--- src/rtl/scu_pkg.sv ---
// package: command codes and payload types for the simd compare unit
package scu_pkg;

    typedef enum logic [3:0] {
        CMD_SLT    = 4'd0,
        CMD_SLTI   = 4'd1,
        CMD_SLTIU  = 4'd2,
        CMD_SLTU   = 4'd3,
        CMD_PCEQB  = 4'd4,
        CMD_PCEQH  = 4'd5,
        CMD_PCEQW  = 4'd6,
        CMD_PCGTB  = 4'd7,
        CMD_PCGTH  = 4'd8,
        CMD_PCGTW  = 4'd9,
        CMD_FEQ    = 4'd10,
        CMD_FFALSE = 4'd11,
        CMD_FLE    = 4'd12,
        CMD_FLT    = 4'd13
    } cmd_t;

    localparam int InWidth  = 4 + 64 * 4 + 16 + 1;
    localparam int InBytes  = (InWidth + 7) / 8;
    localparam int OutWidth = 64 * 2 + 5;
    localparam int OutBytes = (OutWidth + 7) / 8;

    typedef struct packed {
        logic [63:0] res_high;
        logic [63:0] res_low;
        logic        write_reg;
        logic        write_upper;
        logic        cond_write;
        logic        cond_value;
        logic        unusable_fault;
    } result_t;

endpackage

--- src/rtl/simd_compare_unit.sv ---
// top level: registered single-pass compare unit
//
// One request is accepted every cycle while s_tready is high. Each request
// passes through an input register, one level of compare logic (64-bit
// magnitude compare, packed lane compares, single-precision compare) and a
// result register, and is presented on m_tvalid from the result register.
// One skid entry behind the result register keeps input acceptance going
// for one more request while the output is stalled; once the skid entry is
// full, s_tready drops until the receiver takes a result.
module simd_compare_unit (
    input  logic                             aclk,
    input  logic                             aresetn,
    input  logic                             s_tvalid,
    output logic                             s_tready,
    // cmd[3:0], src_a_low[67:4], src_a_high[131:68], src_b_low[195:132],
    // src_b_high[259:196], immediate[275:260], fpu_usable[276], zero fill
    input  logic [scu_pkg::InBytes*8-1:0]    s_tdata,
    output logic                             m_tvalid,
    input  logic                             m_tready,
    // res_low[63:0], res_high[127:64], write_reg[128], write_upper[129],
    // cond_write[130], cond_value[131], unusable_fault[132], zero fill
    output logic [scu_pkg::OutBytes*8-1:0]   m_tdata
);
    import scu_pkg::*;

    // input stage
    logic          in_vld_reg;
    logic [3:0]    cmd_reg;
    logic [63:0]   al_reg, ah_reg, bl_reg, bh_reg;
    logic [15:0]   imm_reg;
    logic          usable_reg;
    // result stage plus skid entry
    logic          out_vld_reg, skid_vld_reg;
    result_t       out_reg, skid_reg, res;
    logic          adv;

    // pipeline moves when skid is free
    assign s_tready = !skid_vld_reg;
    assign adv      = !skid_vld_reg;

    // input register
    always_ff @(posedge aclk) begin
        if (!aresetn) begin
            in_vld_reg <= 1'b0;
        end else if (adv) begin
            in_vld_reg <= s_tvalid;
        end
        if (adv && s_tvalid) begin
            cmd_reg    <= s_tdata[3:0];
            al_reg     <= s_tdata[67:4];
            ah_reg     <= s_tdata[131:68];
            bl_reg     <= s_tdata[195:132];
            bh_reg     <= s_tdata[259:196];
            imm_reg    <= s_tdata[275:260];
            usable_reg <= s_tdata[276];
        end
    end

    // packed lane compare on one half
    function automatic logic [63:0] lane_cmp(input logic [63:0] a, input logic [63:0] b,
                                             input logic [1:0] sz, input logic gt);
        logic [63:0] r;
        r = '0;
        case (sz)
            2'd0: begin
                for (int i = 0; i < 8; i++) begin
                    r[i*8 +: 8] = (gt ? ($signed(a[i*8 +: 8]) > $signed(b[i*8 +: 8]))
                                      : (a[i*8 +: 8] == b[i*8 +: 8])) ? 8'hFF : 8'h00;
                end
            end
            2'd1: begin
                for (int i = 0; i < 4; i++) begin
                    r[i*16 +: 16] = (gt ? ($signed(a[i*16 +: 16]) > $signed(b[i*16 +: 16]))
                                        : (a[i*16 +: 16] == b[i*16 +: 16])) ? 16'hFFFF : 16'h0;
                end
            end
            default: begin
                for (int i = 0; i < 2; i++) begin
                    r[i*32 +: 32] = (gt ? ($signed(a[i*32 +: 32]) > $signed(b[i*32 +: 32]))
                                        : (a[i*32 +: 32] == b[i*32 +: 32])) ? 32'hFFFFFFFF
                                                                             : 32'h0;
                end
            end
        endcase
        return r;
    endfunction

    // compare logic
    logic [63:0] imm_ext;
    logic [31:0] fa, fb, ka, kb;
    logic        nan_a, nan_b, zz, f_eq, f_lt, slt_s, slt_u, slti_s, slti_u;
    logic [1:0]  sz;
    logic        gt;

    always_comb begin
        imm_ext = {{48{imm_reg[15]}}, imm_reg};
        slt_s   = $signed(al_reg) < $signed(bl_reg);
        slt_u   = al_reg < bl_reg;
        slti_s  = $signed(al_reg) < $signed(imm_ext);
        slti_u  = al_reg < imm_ext;
        fa      = al_reg[31:0];
        fb      = bl_reg[31:0];
        nan_a   = (fa[30:23] == 8'hFF) && (fa[22:0] != '0);
        nan_b   = (fb[30:23] == 8'hFF) && (fb[22:0] != '0);
        zz      = (fa[30:0] == '0) && (fb[30:0] == '0);
        ka      = fa[31] ? ~fa : (fa | 32'h80000000);
        kb      = fb[31] ? ~fb : (fb | 32'h80000000);
        f_eq    = !nan_a && !nan_b && (zz || (fa == fb));
        f_lt    = !nan_a && !nan_b && !zz && (ka < kb);
        sz      = 2'd0;
        gt      = 1'b0;
        res     = '0;
        case (cmd_reg)
            CMD_SLT:   begin res.res_low = {63'd0, slt_s};  res.write_reg = 1'b1; end
            CMD_SLTI:  begin res.res_low = {63'd0, slti_s}; res.write_reg = 1'b1; end
            CMD_SLTIU: begin res.res_low = {63'd0, slti_u}; res.write_reg = 1'b1; end
            CMD_SLTU:  begin res.res_low = {63'd0, slt_u};  res.write_reg = 1'b1; end
            CMD_PCEQB, CMD_PCEQH, CMD_PCEQW, CMD_PCGTB, CMD_PCGTH, CMD_PCGTW: begin
                case (cmd_reg)
                    CMD_PCEQB, CMD_PCGTB: sz = 2'd0;
                    CMD_PCEQH, CMD_PCGTH: sz = 2'd1;
                    default:              sz = 2'd2;
                endcase
                gt = (cmd_reg >= CMD_PCGTB);
                res.res_low     = lane_cmp(al_reg, bl_reg, sz, gt);
                res.res_high    = lane_cmp(ah_reg, bh_reg, sz, gt);
                res.write_reg   = 1'b1;
                res.write_upper = 1'b1;
            end
            CMD_FEQ, CMD_FFALSE, CMD_FLE, CMD_FLT: begin
                if (!usable_reg) begin
                    res.unusable_fault = 1'b1;
                end else begin
                    res.cond_write = 1'b1;
                    case (cmd_reg)
                        CMD_FEQ: res.cond_value = f_eq;
                        CMD_FLE: res.cond_value = f_eq || f_lt;
                        CMD_FLT: res.cond_value = f_lt;
                        default: res.cond_value = 1'b0;
                    endcase
                end
            end
            default: res = '0;
        endcase
    end

    // result register with skid entry
    always_ff @(posedge aclk) begin
        if (!aresetn) begin
            out_vld_reg  <= 1'b0;
            skid_vld_reg <= 1'b0;
        end else begin
            if (skid_vld_reg) begin
                if (m_tready) begin
                    out_vld_reg  <= 1'b1;
                    skid_vld_reg <= 1'b0;
                end
            end else if (out_vld_reg && !m_tready) begin
                skid_vld_reg <= in_vld_reg;
            end else begin
                out_vld_reg <= in_vld_reg;
            end
        end
        if (skid_vld_reg) begin
            if (m_tready) out_reg <= skid_reg;
        end else if (out_vld_reg && !m_tready) begin
            skid_reg <= res;
        end else begin
            out_reg <= res;
        end
    end

    assign m_tvalid = out_vld_reg;
    assign m_tdata  = {{(OutBytes*8-OutWidth){1'b0}},
                       out_reg.unusable_fault, out_reg.cond_value, out_reg.cond_write,
                       out_reg.write_upper, out_reg.write_reg,
                       out_reg.res_high, out_reg.res_low};

    // skid entry is only filled behind a held result
    a_skid_needs_out: assert property (@(posedge aclk) disable iff (!aresetn)
        skid_vld_reg |-> out_vld_reg) else $error("skid valid without output valid");
    // a stalled result keeps its payload
    a_out_hold: assert property (@(posedge aclk) disable iff (!aresetn)
        (out_vld_reg && !m_tready) |=> (out_vld_reg && $stable(out_reg)))
        else $error("stalled result changed");
    // float fault excludes any write
    a_fault_excl: assert property (@(posedge aclk) disable iff (!aresetn)
        (out_vld_reg && out_reg.unusable_fault) |->
        !(out_reg.write_reg || out_reg.cond_write)) else $error("fault with write");
    // upper write only with register write
    a_upper: assert property (@(posedge aclk) disable iff (!aresetn)
        (out_vld_reg && out_reg.write_upper) |-> out_reg.write_reg)
        else $error("upper write without register write");

endmodule

--- config.mk ---
export PLATFORM = sky130hd
export DESIGN_NAME = simd_compare_unit
export DESIGN_NICKNAME = d
export VERILOG_FILES = /design/src/rtl/scu_pkg.sv /design/src/rtl/simd_compare_unit.sv
export SDC_FILE = /design/constraint.sdc
export NUM_CORES = 1
export LEC_CHECK = 0
export BUFFER_PORTS_ARGS = -buffer_cell sky130_fd_sc_hd__buf_4
export CAP_MARGIN = 20
export CORE_ASPECT_RATIO = 1.75
export CORE_MARGIN = 2
export CORE_UTILIZATION = 55
export DETAILED_ROUTE_END_ITERATION = 10
export PLACE_DENSITY = 0.85
export SLEW_MARGIN = 20
export SYNTH_ARGS = -nofsm -noshare
export SYNTH_HDL_FRONTEND = slang
export SYNTH_SLANG_ARGS = --single-unit
export TNS_END_PERCENT = 5
--- constraint.sdc ---
create_clock -name aclk -period 15.42 [get_ports aclk]
set_input_delay 0.771 -clock aclk [delete_from_list [all_inputs] [get_ports aclk]]
set_output_delay 0.771 -clock aclk [all_outputs]
set_load 0.02 [all_outputs]
After elaboration in Yosys (flattened, before gate mapping)

Cells that the tools add are included.

Flip-flop bits (word level): 546
Input port bits: 284
Output and inout bits: 138
Logic and storage cells: 213

$lt $le $gt $ge: 34
Equality and inequality tests: 46
Multiplexer cells: 78
Bitwise gates (word level): 3
Reductions and logical operators: 28

Operators by type and width:

| cell               | count |
|---|---|
| $mux 133           | 3 |
| $pmux 65 s5        | 1 |
| $pmux 64 s2        | 2 |
| $lt 64x64->1       | 3 |
| $mux 32            | 6 |
| $eq 16x16->1       | 8 |
| $eq 32x32->1       | 4 |
| $eq 8x8->1         | 16 |
| $gt 16x16->1       | 8 |
| $gt 32x32->1       | 4 |
| $gt 8x8->1         | 16 |
| $mux 16            | 8 |
| $mux 8             | 16 |
| $lt 64x16->1       | 1 |
| $mux 64            | 1 |
| $not 32->32        | 2 |
| $logic_not 31->1   | 2 |
| $reduce_bool 23->1 | 2 |
| $mux 1             | 36 |
| $lt 32x32->1       | 1 |
| $eq 4x4->1 const B | 6 |
| $eq 4x3->1 const B | 4 |
| $eq 8x8->1 const B | 2 |
| $logic_and 1x1->1  | 9 |
| 18 further kinds   | 28 |

Longest topological paths before layout

Gate-level depths: netlist (run 1).

Depth in word-level cells: 12
Depth in mapped cells: 13
Depth with buffers taken out: 10

Worst setup path before layout (run 1)

OpenSTA, ideal clock, no wires.

Path kind: input to register
From: input s_tvalid
To: register ah_reg[0] (enable)
Setup time: 948 ps
Arrival time: 12,715 ps
Data required time: 14,472 ps
Setup slack: 1,757 ps
Stages on the path: 1
Buffers on the path: 0
Path through: nor2b_1

Longest elaborated chain between the ends: 1

Ends and longest elaborated chain:

| what                 | RTL line                | source |
|---|---|---|
| from (decl)          | simd_compare_unit.sv:13 | `input logic s_tvalid,` |
| $logic_and 1x1->1    | simd_compare_unit.sv:48 | `if (adv && s_tvalid) begin` |
| to (signal assigned) | simd_compare_unit.sv:51 | `ah_reg <= s_tdata[131:68];` |
| to (decl)            | simd_compare_unit.sv:29 | `logic [63:0] al_reg, ah_reg, bl_reg, bh_reg;` |

Every way passes these cells.
A chain may end at the register's enable or synchronous reset.

Worst setup path after layout (run 1)

From: register imm_reg[15]
To: register out_reg, in the netlist m_tdata[0] (data pin)

Longest elaborated chain between the ends: 4
Elaborated cells between the ends (all ways): 5
Classes of those cells: order compare: 2; mux: 3

Ends and longest elaborated chain:

| what                                                | RTL line                                          | source |
|---|---|---|
| from (decl)                                         | simd_compare_unit.sv:30                           | `logic [15:0] imm_reg;` |
| from (signal assigned)                              | simd_compare_unit.sv:54                           | `imm_reg <= s_tdata[275:260];` |
| $lt 64x64->1 / $lt 64x16->1 (equally long branches) | simd_compare_unit.sv:100, simd_compare_unit.sv:99 |  |
| $pmux 65 s5 *                                       | simd_compare_unit.sv:113                          | `case (cmd_reg)` |
| $mux 133 *                                          | simd_compare_unit.sv:166                          | `end else if (out_vld_reg && !m_tready) begin` |
| $mux 133 *                                          | simd_compare_unit.sv:164                          | `if (skid_vld_reg) begin` |
| to (signal assigned)                                | simd_compare_unit.sv:165                          | `if (m_tready) out_reg <= skid_reg;` |
| to (signal assigned)                                | simd_compare_unit.sv:169                          | `out_reg <= res;` |
| to (decl)                                           | simd_compare_unit.sv:34                           | `result_t out_reg, skid_reg, res;` |

Every way passes the cells marked *; elsewhere a longest branch is shown, timed or not. The select of a mux whose other input is x is not followed.

==> results.md, run 1 <==
| Group | Quantity | Value |
| --- | --- | --- |
| outcome | Outcome | finished, final reports clean |
| worst setup path | Kind of cell with the highest combined delay on the critical path | simple AND/OR/NAND/NOR gates |
| sta | Number of max-slew violations in the final report | 0 |
| worst setup path | Data arrival time of the critical path | 4.42 ns |
| cts | Post-cts resize count | 0 |
| power | Total power of the final layout | 2.352 mW |
| routing | Post-detailed-route count of antenna-violating nets | 0 |
| power | Power Dens Cells | 103.5 nW/µm² |
| cts | Root cell of the clock tree | clkbuf_16 |
| die | Number of primary I/O pins | 422 |
| final layout | Final instance count without filler cells | 2407 |
| sta | Relative slew margins | 27.79% |
| worst setup path | Launching element type of the critical path | flop |
| synth | Most common flop cell mapped by yosys | edfxtp_1 |
| worst setup path | Crit path max-delay cell type | nor4_1 |
| cts | CTS buffer count | 30 |
| worst setup path | Maximum net fanout on the critical path | 49 |
| synth | Post-synth EDFFs | 321 |
| final layout | Most common cell after layout, fill and taps aside | buf_4 |
| sta | Min setup slack post-route | 11.32 ns |
| power | Net Sw Power | 0.6459 mW |
| worst setup path | First element of the critical path | imm_reg[15]$_DFFE_PP_ |
| worst setup path | Data required, critical path | 15.74 ns |
| routing | Vias after detailed routing | 13.71k |
| sta | Max Freq | 243.8 MHz |
| sta | Portion of the clock cycle consumed by the worst path in the final layout | 26.60% |
| routing | Final wirelength | 48.00 mm |
| placed design | Weighted congestion at the end of routability-driven global placement | 0.8964 |
| final layout | Finished layout cell area | 22730 µm² |
| cts | Insertion delay of the later-clocked pin in the worst-skew pair | 0.60 ns |
| synth | Mapped Area | 18830 µm² |
| grt | Total routing resource utilization after global routing | 26.35% |
| cts | Clock sink total | 324 |
| sta | RSZ-0062 raised after global routing | false |
| routing | Drt drc | 0 |
| grt | Via count of the first global-routing pass | 14.30k |
| sta | Clk_skew | 0.02761 ns |
| cts | TritonCTS clock tree | built |
| routing | Ratio of routed vias to standard cells | 5.696 |
| final layout | Share of final-layout standard cells stronger than drive strength 1 | 25.46% |
| worst setup path | Max stage delay on crit path | 0.79 ns |
| die | Height of the chip | 248.8 µm |
| synth | Library cells used by synthesis | 73 |
| worst setup path | Reg2reg start | imm_reg[15]$_DFFE_PP_ |
| power | Portion of total power attributed to the clock network | 34.1% |
| power | Combinational cell fraction of total power | 19.9% |
| die | Die Area | 35800 µm² |
| cts | Post-CTS Setup Bufs | 0 |
| worst setup path | Nature of the critical path endpoint | flop |
| sta | Setup violators final | 0 |
| synth | Share of synthesized registers carrying an async set or reset | 0% |
| synth | Count of state elements after synthesis | 324 |
| placed design | HPWL Detailed | 36.80 mm |
| min path | Critical hold path startpoint | s_tdata[180] |
| synth | Count of yosys warnings during synthesis | 0 |
| power | Switching Fraction | 27.46% |
| synth | Fraction of the yosys area taken by sequential cells | 51.50% |
| routing | First drt pass iteration count | 7 |
| grt | Antenna violations before repair | 0 |
| grt | Pin count of the biggest net entering global routing | 87 |
| final layout | Total Nets Final | 2447 |
| synth | Average size of a mapped cell | 11.69 µm² |
| min path | HP Class | primary input to flop |
| routing | Routed length per instance | 19.94 µm |
| sta | Measured slew at the worst slew-check pin | 1.083 ns |
| grt | Global-route congestion overflow total | 0 |
| synth | Gate count after technology mapping | 1611 |
| placed design | Worst setup timing slack at the placement stage | 11.36 ns |
| placed design | IO buf count | 415 |
| cts | Number of H-tree branching levels | 1 |
| worst setup path | Cells along the critical path | clkinv_1 -> buf_4 -> ha_1 -> nand4_1 -> nor4_1 -> nand4_1 -> a31oi_1 -> o32ai_1 -> o211ai_1 -> o211a_1 -> a31oi_1 |
| cts | Longest Clk Path Bufs | 3 |
| run | Max-cap violation count | 0 |
| final layout | Layout-stage area growth over the synthesis result | 20.69% |
| die | Initial core utilization | 55.82% |
| routing | Detailed Route Iter0 Violations | 678 |
| power | LEAKAGE | 10.12 nW |
| sta | Hold_ws | 0.3453 ns |
| sta | Setup TNS | 0 ns |
| die | Die boundary width | 143.9 µm |
| final layout | Most frequent cells in the layout | buf_4, edfxtp_1, ha_1 |
| sta | Min Clock Period, post-route | 4.102 ns |
| worst setup path | Buffer and inverter count on the worst path | 2 |
| sta | Total count of hold-check failures in the final report | 0 |
| final layout | Inserted Diodes | 0 |
| cts | Clk slew on worst S/H paths | 0.07 ns |
| grt | First-pass GRT wire length | 72.57 mm |
| die | Core ar. | 33740 µm² |
| power | Internal power consumption | 1.706 mW |
| final layout | Core occupancy in the finished layout | 67.36% |
| placed design | Total placed instance area | 21670 µm² |
| placed design | # placed instances | 2351 |
| cts | Post-CTS Hold Fix Bufs | 0 |
| die | Count of standard-cell rows | 89 |
| worst setup path | Type of the worst setup path | flop to flop |
| power | Largest voltage drop on the vdd net | 0.1714 mV |
| power | Seq pwr share | 46.0% |
[power groups by stage]
stage	combinational (mW)	sequential [mW]	clock [mW]
2_1_floorplan	0.316	1.10	0
3_3_place_gp	0.445	1.10	0
3_5_place_dp	0.464	1.10	0
4_1_cts	0.468	1.08	0.815
5_1_grt	0.512	1.09	0.844
6_report	0.468	1.08	0.803
[worst reg2reg max path, stage by stage, from the launching register on]
cell and delay (ns):
edfxtp_1 0.37, clkinv_1 0.05, buf_4 0.47, ha_1 0.27, nand4_1 0.16, nor4_1 0.79
nand4_1 0.46, a31oi_1 0.58, o32ai_1 0.22, o211ai_1 0.21, o211a_1 0.19, a31oi_1 0.08
[cells in the mapped netlist, types with 6 or more instances]
library cell  count  area, µm²
o21a_1           18      135.1
nand2_1          74      277.8
a21oi_1         103      515.5
xnor2_1          33      289.0
nor3_1           22      110.1
nor2_1           45      168.9
or3_1             6      37.54
nand2b_1         12      75.07
xor2_1           32      280.3
nand3_1          22      110.1
and3_1            6      37.54
buf_1             7      26.28
edfxtp_1        321       9639
a211oi_1         18      135.1
nor4_1           19      118.9
a31oi_1           9      56.30
clkbuf_1         17      63.81
a2111oi_0         6      52.55
buf_4           114      855.8
nor2b_1          18      112.6
o21ai_0          63      315.3
o31ai_1          15      112.6
ha_1            235       2940
nand4_1          53      331.6
o211ai_1         13      97.59
and4_1            9      78.83
inv_1           186      698.2
o21bai_1          6      45.04
a221oi_1          6      52.55
a21o_1           36      270.3
[cell type report]
class	instances	area (µm²)
Clock inverter	22	295.3
Tap cell	455	569.3
Fill cell	2408	11010
Timing Repair Buffer	424	3183
Multi-Input combinational cell	962	7517
Sequential cell	324	9701
Inverter	186	698.2
Clock buffer	34	765.7
[cells by family after synthesis]
family                   count (synthesis)  share of synthesized area (%)
adder cells (fa/ha/maj)                235                          15.61
flip-flops                             324                          51.50
AND/OR/NAND/NOR                        317                          9.142
multiplexers                             8                         0.4849
AO/OA/AOI/OAI                          334                          11.37
other                                    1                        0.01991
XOR/XNOR                                65                          3.023
buffers and inverters                  327                          8.843
[layer usage]
metal | wire (µm) | global-route usage, % | share of wire, % | vias up
met5 | 0 | 0 | 0 | -
met4 | 3227 | 16.50 | 6.7 | 0
met3 | 2209 | 3.057 | 4.6 | 186
met2 | 26840 | 51.27 | 56 | 529
met1 | 15730 | 25.29 | 33 | 6512
li1 | - | - | - | 6483
[path summary, 6_finish.rpt]
path                                  to  slack (ns)  cells after the start
setup / recovery    m_tdata[0]$_DFFE_PP_       11.32                     11
hold / removal      bl_reg[48]$_DFFE_PP_        0.35                      1
setup reg to reg    m_tdata[0]$_DFFE_PP_       11.32                     11
hold reg to reg   m_tdata[111]$_DFFE_PP_        0.53                      2
No activity file was read; power rests on OpenSTA's default activity.
==> run 2: changes to the inputs <==
==> constraint.sdc (replaced) <==
create_clock -name aclk -period 3.8 [get_ports aclk]
set_input_delay 0.19 -clock aclk [delete_from_list [all_inputs] [get_ports aclk]]
set_output_delay 0.19 -clock aclk [all_outputs]
set_load 0.02 [all_outputs]
==> results.md, run 2 (synthesis gave the netlist of run 1 again) <==
| Group | Quantity | Value |
| --- | --- | --- |
| sta | RSZ-0062 raised after global routing | false |
| cts | Post-cts resize count | 0 |
| routing | Detailed Route Iter0 Violations | 1200 |
| grt | Total routing resource utilization after global routing | 33.04% |
| worst setup path | Launching element type of the critical path | flop |
| final layout | Layout-stage area growth over the synthesis result | 36.41% |
| routing | Final wirelength | 60.26 mm |
| grt | First-pass GRT wire length | 89.89 mm |
| die | Die boundary width | 143.9 µm |
| sta | Setup violators final | 0 |
| worst setup path | Cell repeated most along the worst path | buf_4 |
| sta | Min Clock Period, post-route | 3.417 ns |
| worst setup path | Worst reg-to-reg setup slack | 0.38 ns |
| routing | First drt pass iteration count | 6 |
| sta | Setup TNS | 0 ns |
| sta | Portion of the clock cycle consumed by the worst path in the final layout | 89.93% |
| die | Height of the chip | 248.8 µm |
| routing | Vias after detailed routing | 15.75k |
| worst setup path | Max stage delay on crit path | 0.47 ns |
| worst setup path | Reg-to-reg critical path endpoint | m_tdata[0]$_DFFE_PP_ |
| die | Die Area | 35800 µm² |
| min path | Count of cells along the worst hold path | 2 |
| die | Initial core utilization | 55.82% |
| cts | Post-CTS Setup Bufs | 0 |
| outcome | Outcome | finished, final reports clean |
| placed design | Weighted congestion at the end of routability-driven global placement | 0.8995 |
| placed design | HPWL Detailed | 37.11 mm |
| run | Max-cap violation count | 0 |
| placed design | IO buf count | 415 |
| die | Count of standard-cell rows | 89 |
| sta | Min setup slack post-route | 0.3828 ns |
| power | Power Dens Cells | 383.4 nW/µm² |
| final layout | Finished layout cell area | 25690 µm² |
| cts | CTS buffer count | 31 |
| routing | Routed length per instance | 22.22 µm |
| worst setup path | Cells along the critical path | clkinv_1 -> buf_4 -> ha_1 -> nand4_1 -> nor4_1 -> buf_4 -> nand4_1 -> a31oi_1 -> buf_4 -> o32ai_1 -> o211ai_1 -> o211a_1 -> a31oi_1 |
| min path | HP Class | primary input to flop |
| worst setup path | Type of the worst setup path | flop to flop |
| cts | TritonCTS clock tree | built |
| cts | Clock sink total | 324 |
| grt | Global-route congestion overflow total | 0 |
| cts | Longest Clk Path Bufs | 3 |
| final layout | Most frequent cells in the layout | buf_4, edfxtp_1, dlygate4sd3_1 |
| worst setup path | Crit path max-delay cell type | buf_4 |
| sta | Measured slew at the worst slew-check pin | 0.8905 ns |
| worst setup path | Nature of the critical path endpoint | flop |
| final layout | Most common cell after layout, fill and taps aside | buf_4 |
| die | Number of primary I/O pins | 422 |
| power | Largest voltage drop on the vdd net | 0.4101 mV |
| routing | Ratio of routed vias to standard cells | 5.809 |
| sta | Hold_ws | 0.1797 ns |
| sta | Total count of hold-check failures in the final report | 0 |
| power | LEAKAGE | 11.37 nW |
| worst setup path | Kind of cell with the highest combined delay on the critical path | buffers and inverters |
| worst setup path | Data required, critical path | 4.10 ns |
| grt | Via count of the first global-routing pass | 16.91k |
| routing | Drt drc | 0 |
| min path | Worst hold endpoint | bl_reg[17]$_DFFE_PP_ |
| power | Total power of the final layout | 9.851 mW |
| worst setup path | Data arrival time of the critical path | 3.71 ns |
| worst setup path | Maximum net fanout on the critical path | 49 |
| cts | Clk slew on worst S/H paths | 0.08 ns |
| placed design | Worst setup timing slack at the placement stage | 0.4969 ns |
| cts | Root cell of the clock tree | clkbuf_16 |
| die | Core ar. | 33740 µm² |
| sta | Clk_skew | 0.02366 ns |
| routing | Post-detailed-route count of antenna-violating nets | 0 |
| final layout | Share of final-layout standard cells stronger than drive strength 1 | 22.83% |
| sta | Relative slew margins | 40.50% |
| grt | Pin count of the biggest net entering global routing | 87 |
| sta | Max Freq | 292.6 MHz |
| worst setup path | Worst-case reg-to-reg path depth | 13 |
| cts | Number of H-tree branching levels | 1 |
| cts | Insertion delay of the later-clocked pin in the worst-skew pair | 0.59 ns |
| grt | Antenna violations before repair | 10 |
| worst setup path | Buffer and inverter count on the worst path | 4 |
| worst setup path | Reg2reg start | imm_reg[15]$_DFFE_PP_ |
| sta | Number of max-slew violations in the final report | 0 |
| min path | Critical hold path startpoint | s_tvalid |
| cts | Post-CTS Hold Fix Bufs | 280 |
| final layout | Total Nets Final | 2745 |
| placed design | Total placed instance area | 21860 µm² |
## run 2: layout make-up
cell class / count / area [µm²]
sequential: 324 / 9701
antenna: 10 / 25.02
clock buffer: 33 / 783.3
inverter: 186 / 698.2
clock inverter: 21 / 221.5
multi-input combinational: 962 / 7517
timing repair buffer: 721 / 6176
fill: 1980 / 8050
tap: 455 / 569.3
## run 2: metrics by stage
stage / instances / util [%]
4_1_cts: 2702 / 76.07
2_1_floorplan: 1613 / -
3_5_place_dp: 2368 / 64.78
6_report: 2712 / 76.14
3_3_place_gp: 2368 / 64.78
5_1_grt: 2712 / 76.14
## run 2: routing by layer
layer	track usage (%)	vias to the layer above	wire length, µm
met2	63.70	829	33410
met1	30.93	7536	18910
li1	-	7085	-
met5	0	-	0
met4	22.94	0	4797
met3	4.287	303	3146
## run 2: worst max-delay path by stage
stage                                       start              endpoint  slack, ns  depth (start not counted)
after floorplan           skid_vld_reg$_SDFF_PN0_   ah_reg[0]$_DFFE_PP_      -1.17                          2
after global placement      imm_reg[15]$_DFFE_PP_  m_tdata[0]$_DFFE_PP_       0.55                         13
after detailed placement    imm_reg[15]$_DFFE_PP_  m_tdata[0]$_DFFE_PP_       0.50                         13
after CTS                   imm_reg[15]$_DFFE_PP_  m_tdata[0]$_DFFE_PP_       0.43                         13
after global routing        imm_reg[15]$_DFFE_PP_  m_tdata[0]$_DFFE_PP_       0.08                         13
final                       imm_reg[15]$_DFFE_PP_  m_tdata[0]$_DFFE_PP_       0.38                         13
## run 2: where the power goes
group	internal, mW	switching (mW)	leakage [nW]
Clock	1.76	1.44	0.484
Sequential	4.19	0.218	3.20
Combinational	1.07	1.17	7.69
